--- src/hw/rtl/packbits_plane_unpacker_core_macros.svh ---
// Assertion macros used by the plane unpacker top level.
`ifndef PACKBITS_PLANE_UNPACKER_CORE_MACROS_SVH
`define PACKBITS_PLANE_UNPACKER_CORE_MACROS_SVH
`ifndef SYNTH
`define PPU_ASSERT_NOW(label, ante, cons) \
  label: assert property (@(posedge clk) disable iff (rst) (ante) |-> (cons)) \
    else $error("plane unpacker check failed");
`define PPU_ASSERT_NEXT(label, ante, cons) \
  label: assert property (@(posedge clk) disable iff (rst) (ante) |=> (cons)) \
    else $error("plane unpacker check failed");
`else
`define PPU_ASSERT_NOW(label, ante, cons)
`define PPU_ASSERT_NEXT(label, ante, cons)
`endif
`endif

--- src/hw/rtl/ppu_pkg.sv ---
// Shared types and constants of the plane unpacker.
package ppu_pkg;

  localparam int BYTE_W       = 8;
  localparam int ADDR_W       = 19;
  localparam int DATA_W       = 32;
  localparam int LANE_W       = 4;
  localparam int RUN_W        = 8;
  localparam int CFG_DATA_W   = 11;
  localparam int PLANES_REG_W = 3;
  localparam int ROWS_REG_W   = 9;
  localparam int LINES_REG_W  = 11;

  localparam int MAX_PLANES_DEFAULT    = 4;
  localparam int MAX_ROW_BYTES_DEFAULT = 256;
  localparam int MAX_LINES_DEFAULT     = 1024;

  localparam int QUEUE_DEPTH = 2;

  localparam logic [BYTE_W-1:0] CTRL_REPEAT = 8'h80;
  localparam logic [BYTE_W:0]   REPEAT_BASE = 9'd257;

  typedef enum logic [1:0] {
    REG_MODE      = 2'd0,
    REG_PLANES    = 2'd1,
    REG_ROW_BYTES = 2'd2,
    REG_LINES     = 2'd3
  } reg_idx_t;

  typedef struct packed {
    logic [BYTE_W-1:0] in_byte;
    logic              first_byte;
  } in_item_t;

  typedef struct packed {
    logic [ADDR_W-1:0] out_word_addr;
    logic [DATA_W-1:0] out_data;
    logic [LANE_W-1:0] out_lanes;
    logic              picture_done;
    logic              overrun;
    logic              last_of_run;
  } out_item_t;

  typedef struct packed {
    logic                    compressed_mode;
    logic [PLANES_REG_W-1:0] plane_count;
    logic [ROWS_REG_W-1:0]   row_bytes;
    logic [LINES_REG_W-1:0]  line_count;
  } cfg_t;

  localparam cfg_t CFG_RESET = '{
    compressed_mode: 1'b1,
    plane_count:     3'd4,
    row_bytes:       9'd40,
    line_count:      11'd200
  };

  // One classified input byte: how many row bytes it writes and whether the row may end.
  typedef struct packed {
    logic [BYTE_W-1:0] data_byte;
    logic              first;
    logic [RUN_W-1:0]  count;
    logic              row_check;
  } op_t;

  typedef struct packed {
    logic full;
    logic empty;
  } qstat_t;

endpackage

--- src/hw/rtl/packbits_plane_unpacker_core.sv ---
// Top level of the plane unpacker: register file, front end, op queue and back end.
// With the back end idle, a byte passes the op queue, then the S_BASE and S_RUN states, before
// its first result beat is registered. A literal, copied or control byte goes through the row
// base multiply, then the write; a repeat run writes one four-byte group per write step. The front
// takes a byte a cycle while the two-entry queue has room. Reset clears packet state, picture
// position and the output valid flag, and loads the register defaults.
`include "packbits_plane_unpacker_core_macros.svh"
module packbits_plane_unpacker_core #(
  parameter int MAX_PLANES    = ppu_pkg::MAX_PLANES_DEFAULT,
  parameter int MAX_ROW_BYTES = ppu_pkg::MAX_ROW_BYTES_DEFAULT,
  parameter int MAX_LINES     = ppu_pkg::MAX_LINES_DEFAULT
) (
  input  logic                               clk,
  input  logic                               rst,
  input  logic                               in_valid,
  output logic                               in_ready,
  input  ppu_pkg::in_item_t                  in_item,
  output logic                               out_valid,
  input  logic                               out_ready,
  output ppu_pkg::out_item_t                 out_item,
  input  logic                               cfg_we,
  input  ppu_pkg::reg_idx_t                  cfg_addr,
  input  logic [ppu_pkg::CFG_DATA_W-1:0]     cfg_wdata
);
  import ppu_pkg::*;

  cfg_t   cfg;
  logic   push, pop;
  op_t    push_op, pop_op;
  qstat_t q_stat;
  logic   beat_flagged, beat_empty;

  always_ff @(posedge clk) begin
    if (rst) begin
      cfg <= CFG_RESET;
    end else if (cfg_we) begin
      case (cfg_addr)
        REG_MODE:      cfg.compressed_mode <= cfg_wdata[0];
        REG_PLANES:    cfg.plane_count     <= cfg_wdata[PLANES_REG_W-1:0];
        REG_ROW_BYTES: cfg.row_bytes       <= cfg_wdata[ROWS_REG_W-1:0];
        REG_LINES:     cfg.line_count      <= cfg_wdata[LINES_REG_W-1:0];
        default: begin
        end
      endcase
    end
  end

  ppu_front u_front (
    .clk             (clk),
    .rst             (rst),
    .in_valid        (in_valid),
    .in_ready        (in_ready),
    .in_item         (in_item),
    .compressed_mode (cfg.compressed_mode),
    .q_stat          (q_stat),
    .push            (push),
    .push_op         (push_op)
  );

  ppu_queue u_queue (
    .clk     (clk),
    .rst     (rst),
    .push    (push),
    .push_op (push_op),
    .pop     (pop),
    .pop_op  (pop_op),
    .q_stat  (q_stat)
  );

  ppu_back #(
    .MAX_PLANES    (MAX_PLANES),
    .MAX_ROW_BYTES (MAX_ROW_BYTES),
    .MAX_LINES     (MAX_LINES)
  ) u_back (
    .clk       (clk),
    .rst       (rst),
    .cfg       (cfg),
    .q_stat    (q_stat),
    .pop_op    (pop_op),
    .pop       (pop),
    .out_valid (out_valid),
    .out_ready (out_ready),
    .out_item  (out_item)
  );

  assign beat_flagged = out_item.picture_done || out_item.overrun;
  assign beat_empty   = out_valid && (out_item.out_lanes == '0);

  // Status flags only ever ride on the closing beat of a byte.
  `PPU_ASSERT_NOW(a_flags_on_last, out_valid && beat_flagged, out_item.last_of_run)
  // A beat with no bytes exists only to carry a flag.
  `PPU_ASSERT_NOW(a_empty_beat_flagged, beat_empty, out_item.last_of_run && beat_flagged)
  `PPU_ASSERT_NEXT(a_push_fills_queue, push, !q_stat.empty)

endmodule

--- src/hw/rtl/ppu_front.sv ---
// Front end: takes input beats and tracks packet state to classify each byte.
module ppu_front (
  input  logic              clk,
  input  logic              rst,
  input  logic              in_valid,
  output logic              in_ready,
  input  ppu_pkg::in_item_t in_item,
  input  logic              compressed_mode,
  input  ppu_pkg::qstat_t   q_stat,
  output logic              push,
  output ppu_pkg::op_t      push_op
);
  import ppu_pkg::*;

  logic             in_literal, in_literal_next;
  logic             repeat_pending, repeat_pending_next;
  logic [RUN_W-1:0] run_left, run_left_next;
  logic             lit, rep;
  logic [RUN_W-1:0] rl, rl_dec;

  assign in_ready = !q_stat.full;
  assign push     = in_valid && in_ready;

  always_comb begin
    // A restart clears the packet state before the byte is looked at.
    lit    = in_literal && !in_item.first_byte;
    rep    = repeat_pending && !in_item.first_byte;
    rl     = in_item.first_byte ? '0 : run_left;
    rl_dec = (rl != '0) ? rl - RUN_W'(1) : '0;

    in_literal_next     = lit;
    repeat_pending_next = rep;
    run_left_next       = rl;

    push_op.data_byte = in_item.in_byte;
    push_op.first     = in_item.first_byte;
    push_op.count     = '0;
    push_op.row_check = 1'b0;

    if (!compressed_mode) begin
      push_op.count     = RUN_W'(1);
      push_op.row_check = 1'b1;
    end else if (rep) begin
      push_op.count       = rl;
      push_op.row_check   = 1'b1;
      repeat_pending_next = 1'b0;
      in_literal_next     = 1'b0;
      run_left_next       = '0;
    end else if (lit) begin
      push_op.count     = RUN_W'(1);
      push_op.row_check = (rl_dec == '0);
      run_left_next     = rl_dec;
      in_literal_next   = (rl_dec != '0);
    end else if (in_item.in_byte < CTRL_REPEAT) begin
      in_literal_next = 1'b1;
      run_left_next   = in_item.in_byte + RUN_W'(1);
    end else begin
      repeat_pending_next = 1'b1;
      run_left_next       = RUN_W'(REPEAT_BASE - {1'b0, in_item.in_byte});
    end
  end

  always_ff @(posedge clk) begin
    if (rst) begin
      in_literal     <= 1'b0;
      repeat_pending <= 1'b0;
      run_left       <= '0;
    end else if (push) begin
      in_literal     <= in_literal_next;
      repeat_pending <= repeat_pending_next;
      run_left       <= run_left_next;
    end
  end

endmodule

--- src/hw/rtl/ppu_queue.sv ---
// Short op queue between the front end and the back end.
module ppu_queue (
  input  logic            clk,
  input  logic            rst,
  input  logic            push,
  input  ppu_pkg::op_t    push_op,
  input  logic            pop,
  output ppu_pkg::op_t    pop_op,
  output ppu_pkg::qstat_t q_stat
);
  import ppu_pkg::*;

  localparam int PTR_W = (QUEUE_DEPTH > 1) ? $clog2(QUEUE_DEPTH) : 1;
  localparam int CNT_W = $clog2(QUEUE_DEPTH + 1);

  op_t              mem [QUEUE_DEPTH];
  logic [PTR_W-1:0] wr_ptr, rd_ptr;
  logic [CNT_W-1:0] count, count_next;

  always_comb begin
    count_next = count;
    if (push && !pop) begin
      count_next = count + CNT_W'(1);
    end else if (pop && !push) begin
      count_next = count - CNT_W'(1);
    end
  end

  assign q_stat.full  = (count == CNT_W'(QUEUE_DEPTH));
  assign q_stat.empty = (count == '0);
  assign pop_op       = mem[rd_ptr];

  always_ff @(posedge clk) begin
    if (push) begin
      mem[wr_ptr] <= push_op;
    end
  end

  always_ff @(posedge clk) begin
    if (rst) begin
      wr_ptr <= '0;
      rd_ptr <= '0;
      count  <= '0;
    end else begin
      count <= count_next;
      if (push) begin
        wr_ptr <= (wr_ptr == PTR_W'(QUEUE_DEPTH - 1)) ? '0 : wr_ptr + PTR_W'(1);
      end
      if (pop) begin
        rd_ptr <= (rd_ptr == PTR_W'(QUEUE_DEPTH - 1)) ? '0 : rd_ptr + PTR_W'(1);
      end
    end
  end

endmodule

--- src/hw/rtl/ppu_back.sv ---
// Back end: walks picture position, writes row bytes in four-byte groups, drives results.
module ppu_back #(
  parameter int MAX_PLANES    = ppu_pkg::MAX_PLANES_DEFAULT,
  parameter int MAX_ROW_BYTES = ppu_pkg::MAX_ROW_BYTES_DEFAULT,
  parameter int MAX_LINES     = ppu_pkg::MAX_LINES_DEFAULT
) (
  input  logic               clk,
  input  logic               rst,
  input  ppu_pkg::cfg_t      cfg,
  input  ppu_pkg::qstat_t    q_stat,
  input  ppu_pkg::op_t       pop_op,
  output logic               pop,
  output logic               out_valid,
  input  logic               out_ready,
  output ppu_pkg::out_item_t out_item
);
  import ppu_pkg::*;

  localparam int PC_W = $clog2(MAX_PLANES + 1);
  localparam int RB_W = $clog2(MAX_ROW_BYTES + 1);
  localparam int LC_W = $clog2(MAX_LINES + 1);
  localparam int PL_W = (MAX_PLANES > 1) ? $clog2(MAX_PLANES) : 1;
  localparam int LN_W = (MAX_LINES > 1) ? $clog2(MAX_LINES) : 1;
  localparam int ST_W = PC_W + RB_W - 1;
  localparam int PR_W = LN_W + ST_W;
  localparam int GO_W = RB_W + PC_W + 1;

  typedef enum logic [2:0] {
    S_IDLE = 3'b001,
    S_BASE = 3'b010,
    S_RUN  = 3'b100
  } state_t;

  state_t            state, state_next;
  logic [BYTE_W-1:0] cur_byte, cur_byte_next;
  logic [RUN_W-1:0]  left, left_next;
  logic              row_check, row_check_next;
  logic [RB_W-1:0]   rp, rp_next;
  logic [PL_W-1:0]   plane, plane_next;
  logic [LN_W-1:0]   line, line_next;
  logic              over, over_next;
  logic [ST_W-1:0]   stride;
  logic [ADDR_W-1:0] row_base;
  logic              out_valid_next;
  out_item_t         out_item_next;

  logic [PC_W-1:0]   planes_eff;
  logic [RB_W-1:0]   rows_raw, rows_eff;
  logic [LC_W-1:0]   lines_eff;
  logic [PR_W-1:0]   base_prod;

  logic [RB_W-1:0]   room, rp_n;
  logic [2:0]        avail, cnt;
  logic [RUN_W-1:0]  left_n;
  logic              writing, fin, row_end, plane_wrap, line_wrap, done, ovr, emit_run;
  logic [LANE_W-1:0] lanes;
  logic [DATA_W-1:0] data;
  logic [GO_W-1:0]   grp_off;
  logic [ADDR_W-1:0] addr;
  logic              out_free, load_out, finish;

  // Register values out of range are clamped; the row is kept even.
  always_comb begin
    if (cfg.plane_count == '0) begin
      planes_eff = PC_W'(1);
    end else if (int'(cfg.plane_count) > MAX_PLANES) begin
      planes_eff = PC_W'(MAX_PLANES);
    end else begin
      planes_eff = PC_W'(cfg.plane_count);
    end
    if (int'(cfg.row_bytes) < 2) begin
      rows_raw = RB_W'(2);
    end else if (int'(cfg.row_bytes) > MAX_ROW_BYTES) begin
      rows_raw = RB_W'(MAX_ROW_BYTES);
    end else begin
      rows_raw = RB_W'(cfg.row_bytes);
    end
    rows_eff = {rows_raw[RB_W-1:1], 1'b0};
    if (cfg.line_count == '0) begin
      lines_eff = LC_W'(1);
    end else if (int'(cfg.line_count) > MAX_LINES) begin
      lines_eff = LC_W'(MAX_LINES);
    end else begin
      lines_eff = LC_W'(cfg.line_count);
    end
  end

  assign base_prod = PR_W'(line) * PR_W'(stride);

  // One four-byte group per cycle while the output is free: the byte count stops at the group, row or run end.
  always_comb begin
    room  = rows_eff - rp;
    avail = 3'd4 - {1'b0, rp[1:0]};
    cnt   = avail;
    if (int'(room) < int'(cnt)) begin
      cnt = 3'(room);
    end
    if (int'(left) < int'(cnt)) begin
      cnt = 3'(left);
    end
    writing = (rp < rows_eff) && (left != '0);
    rp_n    = writing ? rp + RB_W'(cnt) : rp;
    left_n  = writing ? left - RUN_W'(cnt) : left;
    fin     = !writing || (left_n == '0) || (rp_n >= rows_eff);
    row_end = row_check && (rp_n >= rows_eff);

    plane_wrap = !(int'(plane) + 1 < int'(planes_eff));
    line_wrap  = !(int'(line) + 1 < int'(lines_eff));
    done       = fin && row_end && plane_wrap && line_wrap;
    ovr        = fin && (left_n != '0);
    emit_run   = writing || ovr || done;

    for (int k = 0; k < LANE_W; k++) begin
      lanes[LANE_W-1-k] = writing && (k >= int'(rp[1:0])) &&
                          (k < int'(rp[1:0]) + int'(cnt));
      data[BYTE_W*(LANE_W-1-k) +: BYTE_W] = lanes[LANE_W-1-k] ? cur_byte : '0;
    end

    grp_off = GO_W'(rp >> 2) * GO_W'({planes_eff, 1'b0});
    addr    = writing ? row_base + ADDR_W'(grp_off) : '0;
  end

  always_comb begin
    state_next     = state;
    cur_byte_next  = cur_byte;
    left_next      = left;
    row_check_next = row_check;
    rp_next        = rp;
    plane_next     = plane;
    line_next      = line;
    over_next      = over;
    out_item_next  = out_item;
    out_free       = !out_valid || out_ready;
    load_out       = 1'b0;
    finish         = 1'b0;
    pop            = 1'b0;

    case (state)
      S_IDLE: begin
        finish = 1'b1;
      end
      S_BASE: begin
        if (over) begin
          // Past the picture end every byte is dropped with one flagged beat.
          if (out_free) begin
            load_out                   = 1'b1;
            out_item_next              = '0;
            out_item_next.overrun      = 1'b1;
            out_item_next.last_of_run  = 1'b1;
            finish                     = 1'b1;
          end
        end else begin
          state_next = S_RUN;
        end
      end
      S_RUN: begin
        if (out_free) begin
          rp_next   = rp_n;
          left_next = left_n;
          if (emit_run) begin
            load_out                   = 1'b1;
            out_item_next.out_word_addr = addr;
            out_item_next.out_data      = data;
            out_item_next.out_lanes     = lanes;
            out_item_next.picture_done  = done;
            out_item_next.overrun       = ovr;
            out_item_next.last_of_run   = fin;
          end
          if (fin) begin
            finish = 1'b1;
            if (row_end) begin
              rp_next = '0;
              if (!plane_wrap) begin
                plane_next = plane + PL_W'(1);
              end else begin
                plane_next = '0;
                if (!line_wrap) begin
                  line_next = line + LN_W'(1);
                end else begin
                  over_next = 1'b1;
                end
              end
            end
          end
        end
      end
      default: begin
        state_next = S_IDLE;
      end
    endcase

    if (finish) begin
      state_next = S_IDLE;
      if (!q_stat.empty) begin
        pop            = 1'b1;
        cur_byte_next  = pop_op.data_byte;
        left_next      = pop_op.count;
        row_check_next = pop_op.row_check;
        state_next     = S_BASE;
        if (pop_op.first) begin
          rp_next    = '0;
          plane_next = '0;
          line_next  = '0;
          over_next  = 1'b0;
        end
      end
    end

    if (load_out) begin
      out_valid_next = 1'b1;
    end else if (out_ready) begin
      out_valid_next = 1'b0;
    end else begin
      out_valid_next = out_valid;
    end
  end

  always_ff @(posedge clk) begin
    cur_byte <= cur_byte_next;
    out_item <= out_item_next;
    stride   <= ST_W'(planes_eff) * ST_W'(rows_eff >> 1);
    if (state == S_BASE) begin
      row_base <= ADDR_W'(base_prod + PR_W'(plane));
    end
  end

  always_ff @(posedge clk) begin
    if (rst) begin
      state     <= S_IDLE;
      left      <= '0;
      row_check <= 1'b0;
      rp        <= '0;
      plane     <= '0;
      line      <= '0;
      over      <= 1'b0;
      out_valid <= 1'b0;
    end else begin
      state     <= state_next;
      left      <= left_next;
      row_check <= row_check_next;
      rp        <= rp_next;
      plane     <= plane_next;
      line      <= line_next;
      over      <= over_next;
      out_valid <= out_valid_next;
    end
  end

endmodule

--- config.mk ---
export PLATFORM = sky130hd
export DESIGN_NAME = packbits_plane_unpacker_core
export DESIGN_NICKNAME = d
export VERILOG_FILES = /design/src/hw/rtl/ppu_pkg.sv /design/src/hw/rtl/packbits_plane_unpacker_core.sv /design/src/hw/rtl/ppu_front.sv /design/src/hw/rtl/ppu_queue.sv /design/src/hw/rtl/ppu_back.sv
export VERILOG_INCLUDE_DIRS = /design/src /design/src/hw/rtl
export SDC_FILE = /design/constraint.sdc
export NUM_CORES = 1
export LEC_CHECK = 0
export BUFFER_PORTS_ARGS = -buffer_cell sky130_fd_sc_hd__buf_4
export CAP_MARGIN = 20
export CORE_MARGIN = 5
export CORE_UTILIZATION = 30
export DETAILED_ROUTE_END_ITERATION = 8
export PLACE_DENSITY_LB_ADDON = 0.12
export SYNTH_ARGS = -nofsm -noshare
export SYNTH_HDL_FRONTEND = slang
export SYNTH_SLANG_ARGS = --single-unit
export TNS_END_PERCENT = 5
--- constraint.sdc ---
create_clock -name clk -period 14.3 [get_ports clk]
set_clock_uncertainty 0.2 [all_clocks]
set_input_delay 0 -clock clk [delete_from_list [all_inputs] [get_ports clk]]
set_output_delay 0 -clock clk [all_outputs]
set_load 0.02 [all_outputs]
==> summary.md, run 1 <==
| Metric | Value |
|---|---|
| Post-synthesis sequential area ratio | `0.351` |
| Relative slew slack | `0.313` |
| Worst path required time | `14.26 ns` |
| Synth Instances | `1567` |
| Routed wire length per instance | `16.1 um` |
| Detailed Route WL | `roughly 38000 um` |
| Placer Congestion | `~0.80` |
| Element type at the critical path end | `flop` |
| Yosys warnings | `0` |
| Multi-input gate area | `0.00897 mm2` |
| Root Buffer | `clkbuf_16` |
| Starting density of the core | `0.303` |
| Syn avg cell area | `between 9 and 10 um2` |
| Initial antenna violation count | `0` |
| Layout cells sized above 1 | `0.100` |
| Total number of vias | `between 10000 and 15000` |
| Status | `completed` |
| Non-filler instance count after layout | `2359` |
| I/O Pins | `87` |
| Max incr delay on CP | `0.95 ns` |
| Number of cell rows | `82` |
| Startpoint Class | `flop` |
| Setup violators final | `0` |
| Worst-path clk slew | `0.06 ns` |
| Clk buf depth | `3` |
| Port Buffers | `86` |
| Delay-heaviest family, CP | `adder cells` |
| Synth cell types | `86` |
| Worst Tran Pin Value | `1.03 ns` |
| 1st-iter DRT viols | `between 500 and 600` |
| WP data arrival | `between 9 and 10 ns` |
| Routed Antenna Nets | `0` |
| Die width | `235 um` |
| CTS tree | `yes` |
| Synthesis-to-finish area growth | `17.3%` |
| Drt pass-1 iters | `5` |
| RSZ-0062 raised after global routing | `no` |
| Post-synth ARST share | `0` |
| Post-DP HPWL | `about 29000 um` |
| Final Power | `1.99 mW` |
| Min cycle time layout | `approximately 9.6 ns` |
| Maxcap violations | `0` |
| Clk Latency, worst-skew pair | `~0.55 ns` |
| Fmax | `about 100 MHz` |
| DRC | `0` |
| Main flop type after synthesis | `edfxtp_1` |
| Worst hold path class | `input pin to flop` |
| GRT overflow | `0` |
| FF/Latch Area | `roughly 0.0053 mm2` |
| Largest cells by area after synthesis | `edfxtp_1 (24%), fa_1 (11%), dfxtp_1 (11%)` |
| Met3 Track Usage GR | `0.0176` |
| GRT Total Usage | `0.136` |
| Net count, final | `1911` |
| VDD IR max | `0.0918 mV` |
| Most used cell along the critical path | `ha_1` |
| Post-synth EDFFs | `between 100 and 150` |
| Largest net degree at the start of global routing | `between 50 and 60` |
| Clk sink count | `roughly 210` |
| TNS Setup | `0 ns` |
| H-tree Lvls | `1` |
| Die H | `between 200 and 250 um` |
| Post-CTS setup buffer count | `0` |
| LEAKAGE | `about 7.6 nW` |
| CTS Buf Count | `26` |
| Grt met1 use | `0.199` |
| Yosys reg bits | `approximately 210` |
| Via density | `approximately 4.8` |
| Period utilization | `0.670` |
| Final Slew Violations | `0` |
| Max Fanout on Critical Path | `57` |
| First-pass GRT wire length | `around 63000 um` |
| Vias in the first global route | `11453` |
| Mapped cell area | `0.0151 mm2` |
| Buffers plus inverters on the worst setup path | `1` |
| GR peak layer | `met2` |
| Synth area leader | `edfxtp_1` |
| GRT met2 Usage | `0.218` |
| CTS resizes | `0` |
| Die area | `around 0.055 mm2` |
| Mapped Nets | `between 1500 and 2000` |
| Power Density | `roughly 110 mW/mm2` |
| Fillers | `5202` |
| Crit-path slowest cell | `fa_1` |
| Critical path type | `flop to flop` |
| Core Footprint | `between 0.05 and 0.06 mm2` |
| N_diodes | `0` |
| Placed cells | `roughly 2300` |
| Final hold violations | `0` |
| Post-synth top area share | `0.240` |
[power by group]
group	leakage (nW)	switching, mW	internal (mW)
Sequential	1.74	0.0687	0.689
Clock	0.413	0.259	0.399
Combinational	5.49	0.362	0.209
[cells in the mapped netlist, types with 17 or more instances]
| library cell | number |
|---|---|
| nand3_1 | 31 |
| xor2_1 | 24 |
| a21oi_1 | 87 |
| nor2b_1 | 28 |
| clkbuf_1 | 59 |
| nor2_1 | 67 |
| mux2i_1 | 17 |
| o21ai_0 | 37 |
| dfxtp_1 | 84 |
| and2_1 | 68 |
| nand2_1 | 196 |
| fa_1 | 87 |
| nand3b_1 | 17 |
| ha_1 | 128 |
| and3_1 | 29 |
| inv_1 | 156 |
| nor3_1 | 21 |
| a21o_1 | 26 |
| xnor2_1 | 55 |
| edfxtp_1 | 121 |
| or3_1 | 19 |
[sequential cells by signal, summed over array words and instances, names as in the netlist, 9 cells and up, named ones only]
signal	flops
u_back.out_item	58
u_queue.mem	36
cfg	23
u_back.row_base	19
u_back.stride	11
u_back.line	10
u_back.rp	9
[per-stage QoR]
step,cell area (um2),util,hold slack (ns),setup WS [ns]
after detailed placement,16400,0.328,0.0334,4.70
after global placement,16400,0.328,0.0293,4.89
after CTS,17800,0.355,0.00425,4.66
after floorplan,15100,-,-0.101,3.67
after global routing,17800,0.355,0.0180,3.91
final,17800,0.355,0.0275,4.72
[layout by cell type (no fill, tap or decap), types with 19 or more instances in the layout]
master / synthesis / final
a21o_1: 26 / 26
clkbuf_16: 0 / 28
nand2_1: 196 / 196
inv_1: 156 / 156
o21ai_0: 37 / 37
xor2_1: 24 / 24
nor2_1: 67 / 67
and2_1: 68 / 69
edfxtp_1: 121 / 121
nor3_1: 21 / 21
xnor2_1: 55 / 55
dlygate4sd3_1: 0 / 48
and3_1: 29 / 29
buf_4: 1 / 95
nor2b_1: 28 / 27
nand3_1: 31 / 31
ha_1: 128 / 128
or3_1: 19 / 19
fa_1: 87 / 87
dfxtp_1: 84 / 84
a21oi_1: 87 / 87
[worst register-to-register path: cells and delay by family (launching register included)]
| family | cells | cell delay [ns] |
|---|---|---|
| and+or+nand+nor | 9 | 2.60 |
| buffers and inverters | 1 | 0.58 |
| AOI/OAI and AO/OA | 11 | 2.38 |
| DFF | 1 | 0.32 |
| adders and majority gates | 6 | 2.67 |
| muxes | 2 | 0.36 |
[layout make-up]
type	instances	share of cell area
Clock buffer	35	0.0417
Clock inverter	11	0.00683
Inverter	158	0.0334
Multi-Input combinational cell	1135	0.505
Sequential cell	205	0.299
Tap cell	672	0.0473
Timing Repair Buffer	143	0.0672
[cells by family (layout without fill, tap and decap cells)]
kind of cell               after synthesis  in the layout  synth area share
adders and majority gates              215            215             0.221
and+or+nand+nor                        537            537             0.180
DFF                                    205            205             0.351
xor gates and xnor gates                79             79            0.0457
muxes                                   26             26            0.0182
AOI/OAI and AO/OA                      278            278             0.127
buffers and inverters                  227            347            0.0581
[layer usage]
metal / share of wire / vias up
met4: 0.018 / 0
met5: 0 / -
li1: - / 5613
met2: 0.44 / 167
met1: 0.50 / 5457
met3: 0.034 / 40
[path summary, 6_finish.rpt]
check,startpoint,to,slack (ns),depth (start not counted)
hold / removal,in_item[7],u_queue.mem[1][16],0.03,2
setup reg to reg,cfg[13],u_back.out_item[56],4.72,29
hold reg to reg,cfg[13],cfg[13],0.27,2
setup / recovery,cfg[13],u_back.out_item[56],4.72,29
[timing repair]
item / CTS / global route
endpoints found under the hold margin: 107 / 0
endpoints found under the setup margin: 0 / 0
hold buffers: 48 / 0
Power figures use the tool's default switching activity.
==> inputs of run 2 (changes only) <==
==> constraint.sdc (replaced) <==
create_clock -name clk -period 9.6 [get_ports clk]
set_clock_uncertainty 0.2 [all_clocks]
set_input_delay 0 -clock clk [delete_from_list [all_inputs] [get_ports clk]]
set_output_delay 0 -clock clk [all_outputs]
set_load 0.02 [all_outputs]
==> run 2 against run 1 <==
Compared with the run above:
- via count up 0.33%
- register-to-register slack worse by 3.9 ns
- die area unchanged
- sequential cell count unchanged
- total power rose by 50%
- sequential share of layout area is 0.27 points lower
- worst hold slack improved by 0.047 ns
- cell count up 0.72%
- critical endpoint unchanged
- largest power group unchanged
- final area up 0.90%
==> summary.md, run 2 (same netlist as run 1, synthesis figures left out) <==
| Metric | Value |
|---|---|
| Final hold violations | `0` |
| Initial antenna violation count | `0` |
| Detailed Route WL | `38200 um` |
| Final Slew Violations | `0` |
| Min cycle time layout | `8.75 ns` |
| Critical R2R Capture | `u_back.out_item[56]` |
| Relative slew slack | `0.278` |
| Clk sink count | `just over 200` |
| Worst Tran Pin Value | `~1.1 ns` |
| Hold Path End | `cfg[22]` |
| Placer Congestion | `a little over 0.8` |
| I/O Pins | `87` |
| Period utilization | `0.911` |
| Post-CTS setup buffer count | `0` |
| Post-DP HPWL | `around 29000 um` |
| First-pass GRT wire length | `approximately 63000 um` |
| Vias in the first global route | `about 12000` |
| Starting density of the core | `0.303` |
| GRT Total Usage | `0.138` |
| TNS Setup | `0 ns` |
| Routed wire length per instance | `around 16 um` |
| Hold Path Cell Cnt | `4` |
| WP data arrival | `between 8 and 9 ns` |
| Worst-path clk slew | `0.06 ns` |
| Largest net degree at the start of global routing | `54` |
| Die area | `0.0551 mm2` |
| Root Buffer | `clkbuf_16` |
| Via density | `4.76` |
| Worst path required time | `roughly 9.7 ns` |
| Core Footprint | `roughly 0.05 mm2` |
| GRT overflow | `0` |
| Delay-heaviest family, CP | `simple AND/OR/NAND/NOR gates` |
| Max incr delay on CP | `about 0.53 ns` |
| HP Start | `cfg_wdata[2]` |
| N_diodes | `0` |
| Reg2Reg Depth | `29` |
| Clk Latency, worst-skew pair | `around 0.56 ns` |
| Final Power | `slightly below 3 mW` |
| Worst hold path class | `input pin to flop` |
| Maxcap violations | `0` |
| Setup violators final | `0` |
| RSZ-0062 raised after global routing | `no` |
| Port Buffers | `86` |
| Die width | `around 230 um` |
| CTS tree | `yes` |
| Fmax | `114 MHz` |
| 1st-iter DRT viols | `613` |
| Total number of vias | `11314` |
| FF-to-FF Start | `cfg[13]` |
| LEAKAGE | `just under 8 nW` |
| Die H | `roughly 230 um` |
| Drt pass-1 iters | `7` |
| Critical path type | `flop to flop` |
| Status | `completed` |
| Layout cells sized above 1 | `0.103` |
| Max reg flops | `58` |
| Net count, final | `around 1900` |
| Largest register by flop count | `u_back.out_item` |
| DRC | `0` |
| H-tree Lvls | `1` |
| Power Density | `166 mW/mm2` |
| Most common cell after layout, fill and taps aside | `nand2_1` |
| Number of cell rows | `82` |
| Max Fanout on Critical Path | `25` |
| Crit-path slowest cell | `or4_4` |
| Clk buf depth | `3` |
| VDD IR max | `0.122 mV` |
| Routed Antenna Nets | `0` |
| Synthesis-to-finish area growth | `18.4%` |
| Largest registers | `u_back.out_item (58), u_queue.mem (36), cfg (23)` |
| Most used cell along the critical path | `ha_1` |
| Fillers | `around 5200` |
| CTS Buf Count | `27` |
| Most frequent cells in the layout | `nand2_1 (196), inv_1 (156), ha_1 (128)` |
| Reg2reg setup slack | `about 0.85 ns` |
| Element type at the critical path end | `flop` |
| Startpoint Class | `flop` |
| Buffers plus inverters on the worst setup path | `1` |
## run 2: how the worst max path moves through the flow
stage            start             endpoint  slack [ns]  depth (start not counted)
2_1_floorplan  cfg[13]   u_back.out_item[0]        0.39                         30
3_3_place_gp   cfg[13]  u_back.out_item[56]        0.80                         29
3_5_place_dp   cfg[13]  u_back.out_item[55]        0.70                         30
4_1_cts        cfg[13]  u_back.out_item[55]        0.67                         30
5_1_grt        cfg[13]         u_back.rp[6]        0.15                         33
6_report       cfg[13]  u_back.out_item[56]        0.85                         29
## run 2: report_power, final
part,leakage (nW),switching (mW),internal (mW)
Clock,0.418,0.396,0.582
Combinational,5.55,0.560,0.322
Sequential,1.74,0.0956,1.03
Total,7.70,1.05,1.93
## run 2: per-layer routing
layer | global-route usage | up-vias | routed length, um | part of all wire
met5 | 0 | - | 0 | 0
met4 | 0.0250 | 0 | 654 | 0.017
met3 | 0.0205 | 42 | 1440 | 0.038
met2 | 0.218 | 177 | 16800 | 0.44
met1 | 0.203 | 5447 | 19300 | 0.51
li1 | - | 5648 | - | -
## run 2: cell type report
class | count | area [um2] | share of cell area
sequential | 205 | 5320 | 0.296
inverter | 158 | 593 | 0.0331
tap | 672 | 841 | 0.0469
timing repair buffer | 157 | 1350 | 0.0752
clock buffer | 34 | 712 | 0.0397
multi-input combinational | 1135 | 8970 | 0.500
clock inverter | 15 | 153 | 0.00851
## run 2: what timing repair did
| item | 4_1_cts | 5_1_grt |
|---|---|---|
| endpoints found under the hold margin | 106 | 0 |
| gates resized for setup | 0 | 1 |
| endpoints found under the setup margin | 0 | 59 |
| hold buffers | 58 | 0 |
## run 2: metrics by stage
step | cells | util | instance area [um2] | setup WS [ns] | hold slack [ns]
global route | 2376 | 0.358 | 17900 | 0.151 | 0.0628
finish | 2376 | 0.358 | 17900 | 0.851 | 0.0749
CTS | 2376 | 0.358 | 17900 | 0.667 | 0.0191
detailed placement | 2269 | 0.329 | 16500 | 0.697 | 0.0342
floorplan | 1567 | - | 15200 | 0.387 | -0.101
global placement | 2269 | 0.329 | 16500 | 0.802 | 0.0289
## run 2: worst register-to-register path, delay by kind of cell, from the launching register on
family                     cells  cell delay [ns]
and+or+nand+nor               11             3.04
AOI/OAI and AO/OA             11             2.91
DFF                            1             0.32
buffers and inverters          1             0.24
xor gates and xnor gates       1             0.17
muxes                          1             0.23
adders and majority gates      4             1.29
